`config.mk`:
```
export PLATFORM = sky130hd
export DESIGN_NAME = sysex_dump_frame_parser_core
export DESIGN_NICKNAME = d
export VERILOG_FILES = /design/src/rtl/sdfp_pkg.sv /design/src/rtl/sysex_dump_frame_parser_core.sv /design/src/rtl/sdfp_decode.sv /design/src/rtl/sdfp_obuf.sv
export SDC_FILE = /design/constraint.sdc
export NUM_CORES = 1
export LEC_CHECK = 0
export BUFFER_PORTS_ARGS = -buffer_cell sky130_fd_sc_hd__buf_4
export CAP_MARGIN = 20
export CORE_MARGIN = 8
export CORE_UTILIZATION = 35
export CTS_CLUSTER_DIAMETER = 60
export DETAILED_ROUTE_END_ITERATION = 7
export PLACE_DENSITY = 0.52
export SKIP_LAST_GASP = 1
export SYNTH_ARGS = -nofsm -noshare
export SYNTH_HDL_FRONTEND = slang
export SYNTH_SLANG_ARGS = --single-unit
export TNS_END_PERCENT = 5
```
`constraint.sdc`:
```
create_clock -name i_clk -period 5.6 [get_ports i_clk]
set_clock_uncertainty 0.05 [all_clocks]
set_input_delay 0.84 -clock i_clk [delete_from_list [all_inputs] [get_ports i_clk]]
set_output_delay 0.84 -clock i_clk [all_outputs]
set_load 0.005 [all_outputs]
```
`src/rtl/sdfp_pkg.sv`:
```
`timescale 1ns / 1ps

package sdfp_pkg;

    localparam int unsigned HDR_LEN       = 9;
    localparam int unsigned POS_W         = 4;
    localparam int unsigned GRP_W         = 3;
    localparam int unsigned SLOT_W        = 16;
    localparam int unsigned OUT_TDATA_W   = 32;

    localparam logic [POS_W-1:0] POS_SLOT_LO = 4'd9;
    localparam logic [POS_W-1:0] POS_SLOT_HI = 4'd10;
    localparam logic [POS_W-1:0] POS_SAT     = 4'd12;

    localparam logic [7:0] TERMINATOR = 8'hf7;

    // one result item as it leaves the decoder
    typedef struct packed {
        logic [SLOT_W-1:0] slot_number;
        logic              msg_valid;
        logic              is_status;
        logic [7:0]        out_byte;
    } t_result;

    // fixed response header: F0 00 20 32 00 01 24 00 78
    function automatic logic [7:0] hdr_byte(input logic [POS_W-1:0] pos);
        logic [7:0] v;
        case (pos)
            4'd0:    v = 8'hf0;
            4'd1:    v = 8'h00;
            4'd2:    v = 8'h20;
            4'd3:    v = 8'h32;
            4'd4:    v = 8'h00;
            4'd5:    v = 8'h01;
            4'd6:    v = 8'h24;
            4'd7:    v = 8'h00;
            4'd8:    v = 8'h78;
            default: v = 8'h00;
        endcase
        return v;
    endfunction

endpackage

```
`src/rtl/sysex_dump_frame_parser_core.sv`:
```
`timescale 1ns / 1ps

// channel  dir  tdata                                        tuser / tlast
// s_axis   in   [7:0] in_byte                                tlast: in_last
// m_axis   out  [7:0] out_byte, [8] msg_valid,               tuser: is_status
//               [24:9] slot_number, [31:25] zero
//
// One byte is taken per cycle while s_axis_tready is high; results are registered.
// The byte state updates in the accept cycle; a two-entry output buffer
// holds results, so input stalls only when both entries are full.
// Reset (i_rst_n low, synchronous) clears the parse state and empties the buffer.
module sysex_dump_frame_parser_core
    import sdfp_pkg::*;
(
    input  logic                   i_clk,
    input  logic                   i_rst_n,
    input  logic                   s_axis_tvalid,
    output logic                   s_axis_tready,
    input  logic [7:0]             s_axis_tdata,   // [7:0] in_byte
    input  logic                   s_axis_tlast,
    output logic                   m_axis_tvalid,
    input  logic                   m_axis_tready,
    output logic [OUT_TDATA_W-1:0] m_axis_tdata,   // out_byte, msg_valid, slot_number
    output logic                   m_axis_tuser    // is_status
);

    logic    accept;
    logic    res_valid;
    t_result res;
    t_result obuf_data;

    assign accept = s_axis_tvalid && s_axis_tready;

    sdfp_decode u_decode (
        .i_clk       (i_clk),
        .i_rst_n     (i_rst_n),
        .i_accept    (accept),
        .i_byte      (s_axis_tdata),
        .i_last      (s_axis_tlast),
        .o_res_valid (res_valid),
        .o_res       (res)
    );

    sdfp_obuf u_obuf (
        .i_clk       (i_clk),
        .i_rst_n     (i_rst_n),
        .i_push      (res_valid),
        .i_data      (res),
        .o_ready     (s_axis_tready),
        .o_valid     (m_axis_tvalid),
        .i_pop_ready (m_axis_tready),
        .o_data      (obuf_data)
    );

    assign m_axis_tdata = {7'd0, obuf_data.slot_number, obuf_data.msg_valid,
                           obuf_data.out_byte};
    assign m_axis_tuser = obuf_data.is_status;

endmodule

```
`src/rtl/sdfp_decode.sv`:
```
`timescale 1ns / 1ps

module sdfp_decode
    import sdfp_pkg::*;
(
    input  logic       i_clk,
    input  logic       i_rst_n,
    input  logic       i_accept,
    input  logic [7:0] i_byte,
    input  logic       i_last,
    output logic       o_res_valid,
    output t_result    o_res
);

    logic [POS_W-1:0]  r_pos, n_pos;
    logic              r_hdr_ok, n_hdr_ok;
    logic [GRP_W-1:0]  r_grp, n_grp;
    logic [6:0]        r_coll, n_coll;
    logic [7:0]        r_slot_lo, n_slot_lo;
    logic [7:0]        r_slot_hi, n_slot_hi;

    logic [GRP_W-1:0]  bit_sel;
    logic [SLOT_W-1:0] slot_sum;
    logic              msg_ok;

    assign bit_sel  = r_grp - GRP_W'(1);
    assign slot_sum = {8'd0, r_slot_lo} + {1'b0, r_slot_hi, 7'd0};
    assign msg_ok   = r_hdr_ok && (r_pos == POS_SAT) && (i_byte == TERMINATOR);

    always_comb begin
        n_pos       = r_pos;
        n_hdr_ok    = r_hdr_ok;
        n_grp       = r_grp;
        n_coll      = r_coll;
        n_slot_lo   = r_slot_lo;
        n_slot_hi   = r_slot_hi;
        o_res_valid = 1'b0;
        o_res       = '0;

        if (i_accept) begin
            if (i_last) begin
                o_res_valid       = 1'b1;
                o_res.is_status   = 1'b1;
                o_res.msg_valid   = msg_ok;
                o_res.slot_number = msg_ok ? slot_sum : '0;
                n_pos     = '0;
                n_hdr_ok  = 1'b1;
                n_grp     = '0;
                n_coll    = '0;
                n_slot_lo = '0;
                n_slot_hi = '0;
            end else begin
                if (r_pos < POS_W'(HDR_LEN)) begin
                    if (i_byte != hdr_byte(r_pos)) begin
                        n_hdr_ok = 1'b0;
                    end
                end else if (r_pos == POS_SLOT_LO) begin
                    n_slot_lo = i_byte;
                end else if (r_pos == POS_SLOT_HI) begin
                    n_slot_hi = i_byte;
                end else if (r_grp == '0) begin
                    // collector: bit k is bit 7 of following byte k+1
                    n_coll = i_byte[6:0];
                    n_grp  = GRP_W'(1);
                end else begin
                    o_res_valid    = 1'b1;
                    o_res.out_byte = {r_coll[bit_sel], i_byte[6:0]};
                    n_grp          = r_grp + GRP_W'(1);
                end
                if (r_pos < POS_SAT) begin
                    n_pos = r_pos + POS_W'(1);
                end
            end
        end
    end

    always_ff @(posedge i_clk) begin
        if (!i_rst_n) begin
            r_pos     <= '0;
            r_hdr_ok  <= 1'b1;
            r_grp     <= '0;
            r_coll    <= '0;
            r_slot_lo <= '0;
            r_slot_hi <= '0;
        end else begin
            r_pos     <= n_pos;
            r_hdr_ok  <= n_hdr_ok;
            r_grp     <= n_grp;
            r_coll    <= n_coll;
            r_slot_lo <= n_slot_lo;
            r_slot_hi <= n_slot_hi;
        end
    end

    a_pos_range: assert property (@(posedge i_clk) disable iff (!i_rst_n)
        r_pos <= POS_SAT)
        else $error("byte position past saturation");

    a_grp_payload: assert property (@(posedge i_clk) disable iff (!i_rst_n)
        (r_grp != '0) |-> (r_pos == POS_SAT))
        else $error("group active outside payload");

    a_last_clears: assert property (@(posedge i_clk) disable iff (!i_rst_n)
        (i_accept && i_last) |=> (r_pos == '0 && r_grp == '0 && r_hdr_ok))
        else $error("state not cleared after final byte");

endmodule

```
`src/rtl/sdfp_obuf.sv`:
```
`timescale 1ns / 1ps

module sdfp_obuf
    import sdfp_pkg::*;
(
    input  logic    i_clk,
    input  logic    i_rst_n,
    input  logic    i_push,
    input  t_result i_data,
    output logic    o_ready,
    output logic    o_valid,
    input  logic    i_pop_ready,
    output t_result o_data
);

    logic    r_main_valid;
    logic    r_skid_valid;
    t_result r_main;
    t_result r_skid;
    logic    pop;

    assign o_ready = !r_skid_valid;
    assign o_valid = r_main_valid;
    assign o_data  = r_main;
    assign pop     = r_main_valid && i_pop_ready;

    always_ff @(posedge i_clk) begin
        if (!i_rst_n) begin
            r_main_valid <= 1'b0;
            r_skid_valid <= 1'b0;
        end else if (pop) begin
            if (r_skid_valid) begin
                r_skid_valid <= 1'b0;
            end else begin
                r_main_valid <= i_push;
            end
        end else if (i_push) begin
            if (r_main_valid) begin
                r_skid_valid <= 1'b1;
            end else begin
                r_main_valid <= 1'b1;
            end
        end
    end

    always_ff @(posedge i_clk) begin
        if (pop) begin
            if (r_skid_valid) begin
                r_main <= r_skid;
            end else if (i_push) begin
                r_main <= i_data;
            end
        end else if (i_push) begin
            if (r_main_valid) begin
                r_skid <= i_data;
            end else begin
                r_main <= i_data;
            end
        end
    end

    a_skid_order: assert property (@(posedge i_clk) disable iff (!i_rst_n)
        r_skid_valid |-> r_main_valid)
        else $error("skid entry without main entry");

    a_no_push_full: assert property (@(posedge i_clk) disable iff (!i_rst_n)
        r_skid_valid |-> !i_push)
        else $error("transfer pushed into full buffer");

    a_skid_fill: assert property (@(posedge i_clk) disable iff (!i_rst_n)
        (i_push && r_main_valid && !i_pop_ready) |=> r_skid_valid)
        else $error("stalled result lost");

endmodule

```
### Word level (Yosys, flattened, before mapping)

Memory sizes are Yosys's and may differ from the RTL's. A register that Yosys moved wholly into a read port is not among the register bits.
Index checks and enable logic that the tools add are counted.

* memories: 1
* word-level logic and storage cells: 112
* ROM bits: 128
* input port bits: 13
* output and inout port bits: 35
* register bits after elaboration: 85

Memories
* (no name shown): depth 16, bits a word 8, read ports 1, clocked after memory_dff 1, write ports 0, line sdfp_pkg.sv:28 `case (pos)`

* muxes and demuxes: 51
* add/subtract/negate cells: 4
* $lt $le $gt $ge: 3
* eq/ne operators: 10
* reduce and logical (&&, ||, !) cells: 25
* bitwise gates (word level): 2

Operators by type and width (number)
* 2-to-1 mux 26 bit: 6
* 2-to-1 mux 8 bit: 15
* 2-to-1 mux 7 bit: 5
* 2-to-1 mux 18 bit: 1
* adder 8 x 15 -> 16 bit: 1
* 2-to-1 mux 16 bit: 1
* 2-to-1 mux 4 bit: 4
* nonzero test 2 bit: 8
* 2-to-1 mux 3 bit: 5
* 2-to-1 mux 1 bit: 13
* == test 4 bit, second input constant: 3
* AND reduction 3 bit: 4
* != test 2 bit, second input constant: 5
* == test 8 bit, second input constant: 1
* less-than comparator 4 bit, second input constant: 2
* != test 8 bit: 1
* AND reduction 4 bit: 2
* AND reduction 2 bit: 3
* AND reduction 5 bit: 1
* adder 4 x 1 -> 4 bit, second input constant: 1
* logical AND 1 bit: 4
* less-than comparator 3 x 4 -> 1 bit, second input constant: 1
* adder 3 x 1 -> 3 bit, second input constant: 1
* binary-select mux 1 bit (select 3 bit): 1
* other kinds (5): 6

### Logic depth before layout (Yosys ltp)

* word-level depth: 12
* depth in mapped cells: 9
* mapped depth without buffers: 8

### Modules after synthesis

From an unflattened synthesis, not the netlist that was laid out.

* cells, all modules: 381
* area total of the unflattened synthesis: 4383.0 µm²

By module, submodules not included
* sdfp_decode: cells each 278, sequential area each 780.7 µm², area an instance 2255.9 µm², instances 1
* sdfp_obuf: cells each 94, sequential area each 1601.5 µm², area an instance 2064.5 µm², instances 1
* sysex_dump_frame_parser_core: cells each 9, sequential area each 0.0 µm², area an instance 62.6 µm², instances 1

### Worst setup path after synthesis

OpenSTA, ideal clock, no wires.

* kind: input port to flip-flop
* start point: input port s_axis_tvalid
* end point: register u_obuf.r_skid[0] (netlist bit), enable pin
* setup time: 0.448 ns
* stages on the path: 5
* path slack: 1.560 ns
* required time: 5.102 ns
* path buffers: 1
* data arrival time: 3.542 ns
* cells stage by stage: nor2b_1 -> buf_4 -> o2111ai_2 -> o21a_1 -> nor3b_1

* longest elaborated chain between the ends: 3

RTL lines
* from (decl): line sysex_dump_frame_parser_core.sv:17 `input logic s_axis_tvalid,`
* logical AND 1 bit: line sysex_dump_frame_parser_core.sv:32 `assign accept = s_axis_tvalid && s_axis_tready;`
* 2-to-1 mux 1 bit: line sdfp_decode.sv:40 `if (i_accept) begin`
* AND reduction 3 bit (no line)
* to (signal assigned): line sdfp_obuf.sv:55 `r_skid <= i_data;`
* to (decl): line sdfp_obuf.sv:19 `t_result r_skid;`

Every way passes these cells.
A chain may end at the register's enable or synchronous reset.

### Worst setup path in the final report

* start point: register u_decode.r_pos[0]
* end point: register u_obuf.r_main (netlist bit u_obuf.o_data[15]), enable pin

* longest elaborated chain between the ends: 8
* elaborated cells on any way between the ends: 11
* classes of those cells: 1 x order compare; 2 x eq/ne; 5 x mux; 3 x reduce/logical

RTL lines
* from (decl): line sdfp_decode.sv:15 `logic [POS_W-1:0] r_pos, n_pos;`
* from (signal assigned): line sdfp_decode.sv:86 `r_pos <= n_pos;`
* == test 4 bit: line sdfp_decode.sv:59 `end else if (r_pos == POS_SLOT_HI) begin`
* 2-to-1 mux 1 bit: line sdfp_decode.sv:59
* 2-to-1 mux 1 bit: line sdfp_decode.sv:57 `end else if (r_pos == POS_SLOT_LO) begin`
* 2-to-1 mux 1 bit *: line sdfp_decode.sv:53 `if (r_pos < POS_W'(HDR_LEN)) begin`
* 2-to-1 mux 1 bit *: line sdfp_decode.sv:41 `if (i_last) begin`
* 2-to-1 mux 1 bit *: line sdfp_decode.sv:40
* nonzero test 2 bit (no line)
* AND reduction 3 bit (no line) *
* to (signal assigned): line sdfp_obuf.sv:49 `r_main <= r_skid;`
* to (signal assigned): line sdfp_obuf.sv:51 `r_main <= i_data;`
* to (signal assigned): line sdfp_obuf.sv:57 `r_main <= i_data;`
* to (decl): line sdfp_obuf.sv:18 `t_result r_main;`

Every way passes the cells marked *; elsewhere a longest branch is shown, timed or not.

==> results_dict.tcl <==
set metrics [dict create \
    status "finished clean" \
    setup_violations 0 \
    crit_required_ns 5.54 \
    die_area_sq_um 16290 \
    cts-resized-gates 0 \
    detail-route-antenna-nets 0 \
    rsz0062_at_grt "no" \
    path_class "reg -> reg" \
    yosys.area.top_type "edfxtp_1" \
    overflow 0 \
    fp-row-count 40 \
    ys_ff_latch 93 \
    power_w 0.001357 \
    maxSlewHeadroom 0.3028 \
    holdWs_ns 0.4144 \
    cp-endpoint "u_obuf.o_data[15]$_DFFE_PP_" \
    drc 0 \
    fin_tns_setup_ns 0 \
    instances_no_fill 588 \
    finalNetCount 441 \
    r2r-start "u_decode.r_pos[0]$_SDFFE_PN0N_" \
    cts_setup_buffers 0 \
    r2r_cells 7 \
    area_growth_pct 15.81 \
    ir_worst_vdd_uv 128.3 \
    min_path_type "reg -> reg" \
    wire_per_inst_um 16.28 \
    die_y_um 127.6 \
    pin_count 48 \
    clockRootBuffer "clkbuf_16" \
    cp-startpoint "u_decode.r_pos[0]$_SDFFE_PN0N_" \
    ys_seq_area_frac 0.5462 \
    start_util 0.3601 \
    dp.cells 573 \
    endpoint_kind "flop" \
    cp-start-kind "flop" \
    clk_pin_slew_ns 0.06 \
    synth_cells 381 \
    final.min_clock_period_ns 2.609 \
    rrSetupSlack_ns 2.99 \
    finalCritPeriodShare 0.4660 \
    top_layer "met4" \
    cts_tree "done" \
    place_hpwl_um 6629 \
    fill_cells 1206 \
    ys_warn_count 0 \
    chipWidth_um 127.6 \
    routed_via_density 5.049 \
    worstPathMaxFanout 26 \
    met3_length_um 500 \
    async_flop_share 0 \
    drt_iter0_drc 260 \
    cap_viol_max_count 0 \
    routed_wl_um 9574 \
    synthDominantCellAreaShare 0.3580 \
    synth_area_sq_um 4362 \
    yosys-top-cells-area "edfxtp_1, dfxtp_1, a21o_1, ha_1, a22o_1" \
    rr_endpoint "u_obuf.o_data[15]$_DFFE_PP_" \
    coreArea_sq_um 12110 \
    gp_congestion 0.7887 \
    synth_most_common_cell "edfxtp_1" \
    cts.sinks 93 \
    arrival_ns 2.55 \
    worst-slew-pin-transition_ns 1.032 \
    hold_buffers 0 \
    synth_common_cells "edfxtp_1, dfxtp_1, a21o_1, nand2_1" \
    hold_viol_final 0 \
    syn_area_per_cell_sq_um 11.45 \
    power.leakage_nw 1.967 \
    grt_pass1_wl_um 15360 \
    cts_buffers 9 \
    io_buffers 40 \
    wl_met2_um 4576 \
    ys_types 55 \
    grt_max_degree 32 \
    drt-pass1-iter-count 4 \
    cts_max_path_buffers 2 \
    clock_latency_ns 0.33 \
    cts_max_level 3 \
    drive_gt1_frac 0.1833 \
    antenna_found_initial 0 \
    synthFlopType "edfxtp_1" \
    m1WireLength_um 4459 \
    drv_slew 0 \
    fmax_ghz 0.3832 \
    p_per_area_nw_per_um2 268.7 \
    antenna_cells 0 \
    vias 2969 \
    grt_pass1_vias 2937 \
    track_usage 0.1218 \
    synth_edf_count 52 \
]
-- worst min-delay path by stage --
stage / start / endpoint / slack, ns / cells past startpoint
2_1_floorplan: u_decode.r_hdr_ok$_SDFFE_PN1P_ / u_decode.r_hdr_ok$_SDFFE_PN1P_ / 0.38 / 1
3_3_place_gp: u_decode.r_hdr_ok$_SDFFE_PN1P_ / u_decode.r_hdr_ok$_SDFFE_PN1P_ / 0.40 / 1
3_5_place_dp: u_decode.r_hdr_ok$_SDFFE_PN1P_ / u_decode.r_hdr_ok$_SDFFE_PN1P_ / 0.40 / 1
4_1_cts: u_decode.r_hdr_ok$_SDFFE_PN1P_ / u_decode.r_hdr_ok$_SDFFE_PN1P_ / 0.41 / 1
5_1_grt: u_decode.r_hdr_ok$_SDFFE_PN1P_ / u_decode.r_hdr_ok$_SDFFE_PN1P_ / 0.44 / 1
6_report: u_decode.r_hdr_ok$_SDFFE_PN1P_ / u_decode.r_hdr_ok$_SDFFE_PN1P_ / 0.41 / 1
-- power breakdown --
| part | switching [W] | internal (W) |
|---|---|---|
| combinational | 0.0000455 | 0.0000282 |
| sequential | 0.00000538 | 0.000728 |
| clock | 0.000243 | 0.000307 |
-- final cells by class --
class / instances / area [sq um] / share of cell area
clock buffers: 10 / 239.0 / 0.04731
clock inverters: 5 / 27.53 / 0.005450
inverters: 12 / 46.29 / 0.009165
multi-input cells: 256 / 1815 / 0.3594
flip-flops and latches: 93 / 2382 / 0.4716
well taps: 168 / 210.2 / 0.04162
repair buffers: 44 / 330.3 / 0.06540
-- cells in the final DEF, fill, tap and decap left out, types with 11 or more instances in the layout --
cell type   n
edfxtp_1   52
buf_4      44
dfxtp_1    41
nand2_1    24
a21o_1     24
nand3_1    22
o21ai_0    22
a22o_1     14
ha_1       12
inv_1      11
nor2_1     11
xnor2_1    11
-- routing by layer --
metal | GRT usage | vias up
li1 | - | 1446
met1 | 0.1550 | 1449
met2 | 0.1914 | 72
met3 | 0.02995 | 2
met4 | 0.05455 | 0
met5 | 0 | -
-- flip-flops by register name, summed over array words and instances, names as in the netlist, named ones only --
register	cells
u_decode.r_pos	4
u_decode.r_grp	3
u_decode.r_slot_lo	8
u_decode.r_coll	7
u_obuf.o_data	26
u_decode.r_hdr_ok	1
u_obuf.r_skid_valid	1
u_obuf.r_skid	26
u_obuf.o_valid	1
u_decode.r_slot_hi	8
-- worst max-delay path, stage by stage (launching register included) --
cell and delay (ns):
dfxtp_1 0.39, inv_1 0.11, ha_1 0.26, o21bai_1 0.29, o2111ai_2 0.32, o21a_1 0.33, a22oi_2 0.15, buf_4 0.36
-- cells by family (layout without fill, tap and decap cells) --
family                     after synthesis  after routing  share of synthesized area
muxes                                   11             11                    0.02811
and+or+nand+nor                        117            117                     0.1621
xor gates and xnor gates                14             14                    0.02811
other                                    1              7                  0.0008598
DFF                                     93             93                     0.5462
AOI/OAI and AO/OA                       95             95                     0.1552
adders and majority gates               12             12                    0.03442
buffers and inverters                   38             71                    0.04503
-- per-stage QoR --
stage | setup slack, ns | instance area [sq um] | util
global route | 2.794 | 5051 | 0.4170
global placement | 2.774 | 4785 | 0.3950
floorplan | 1.560 | 4384 | -
CTS | 2.983 | 5051 | 0.4170
finish | 2.991 | 5051 | 0.4170
detailed placement | 2.737 | 4785 | 0.3950
No activity file was read; power rests on OpenSTA's default activity.
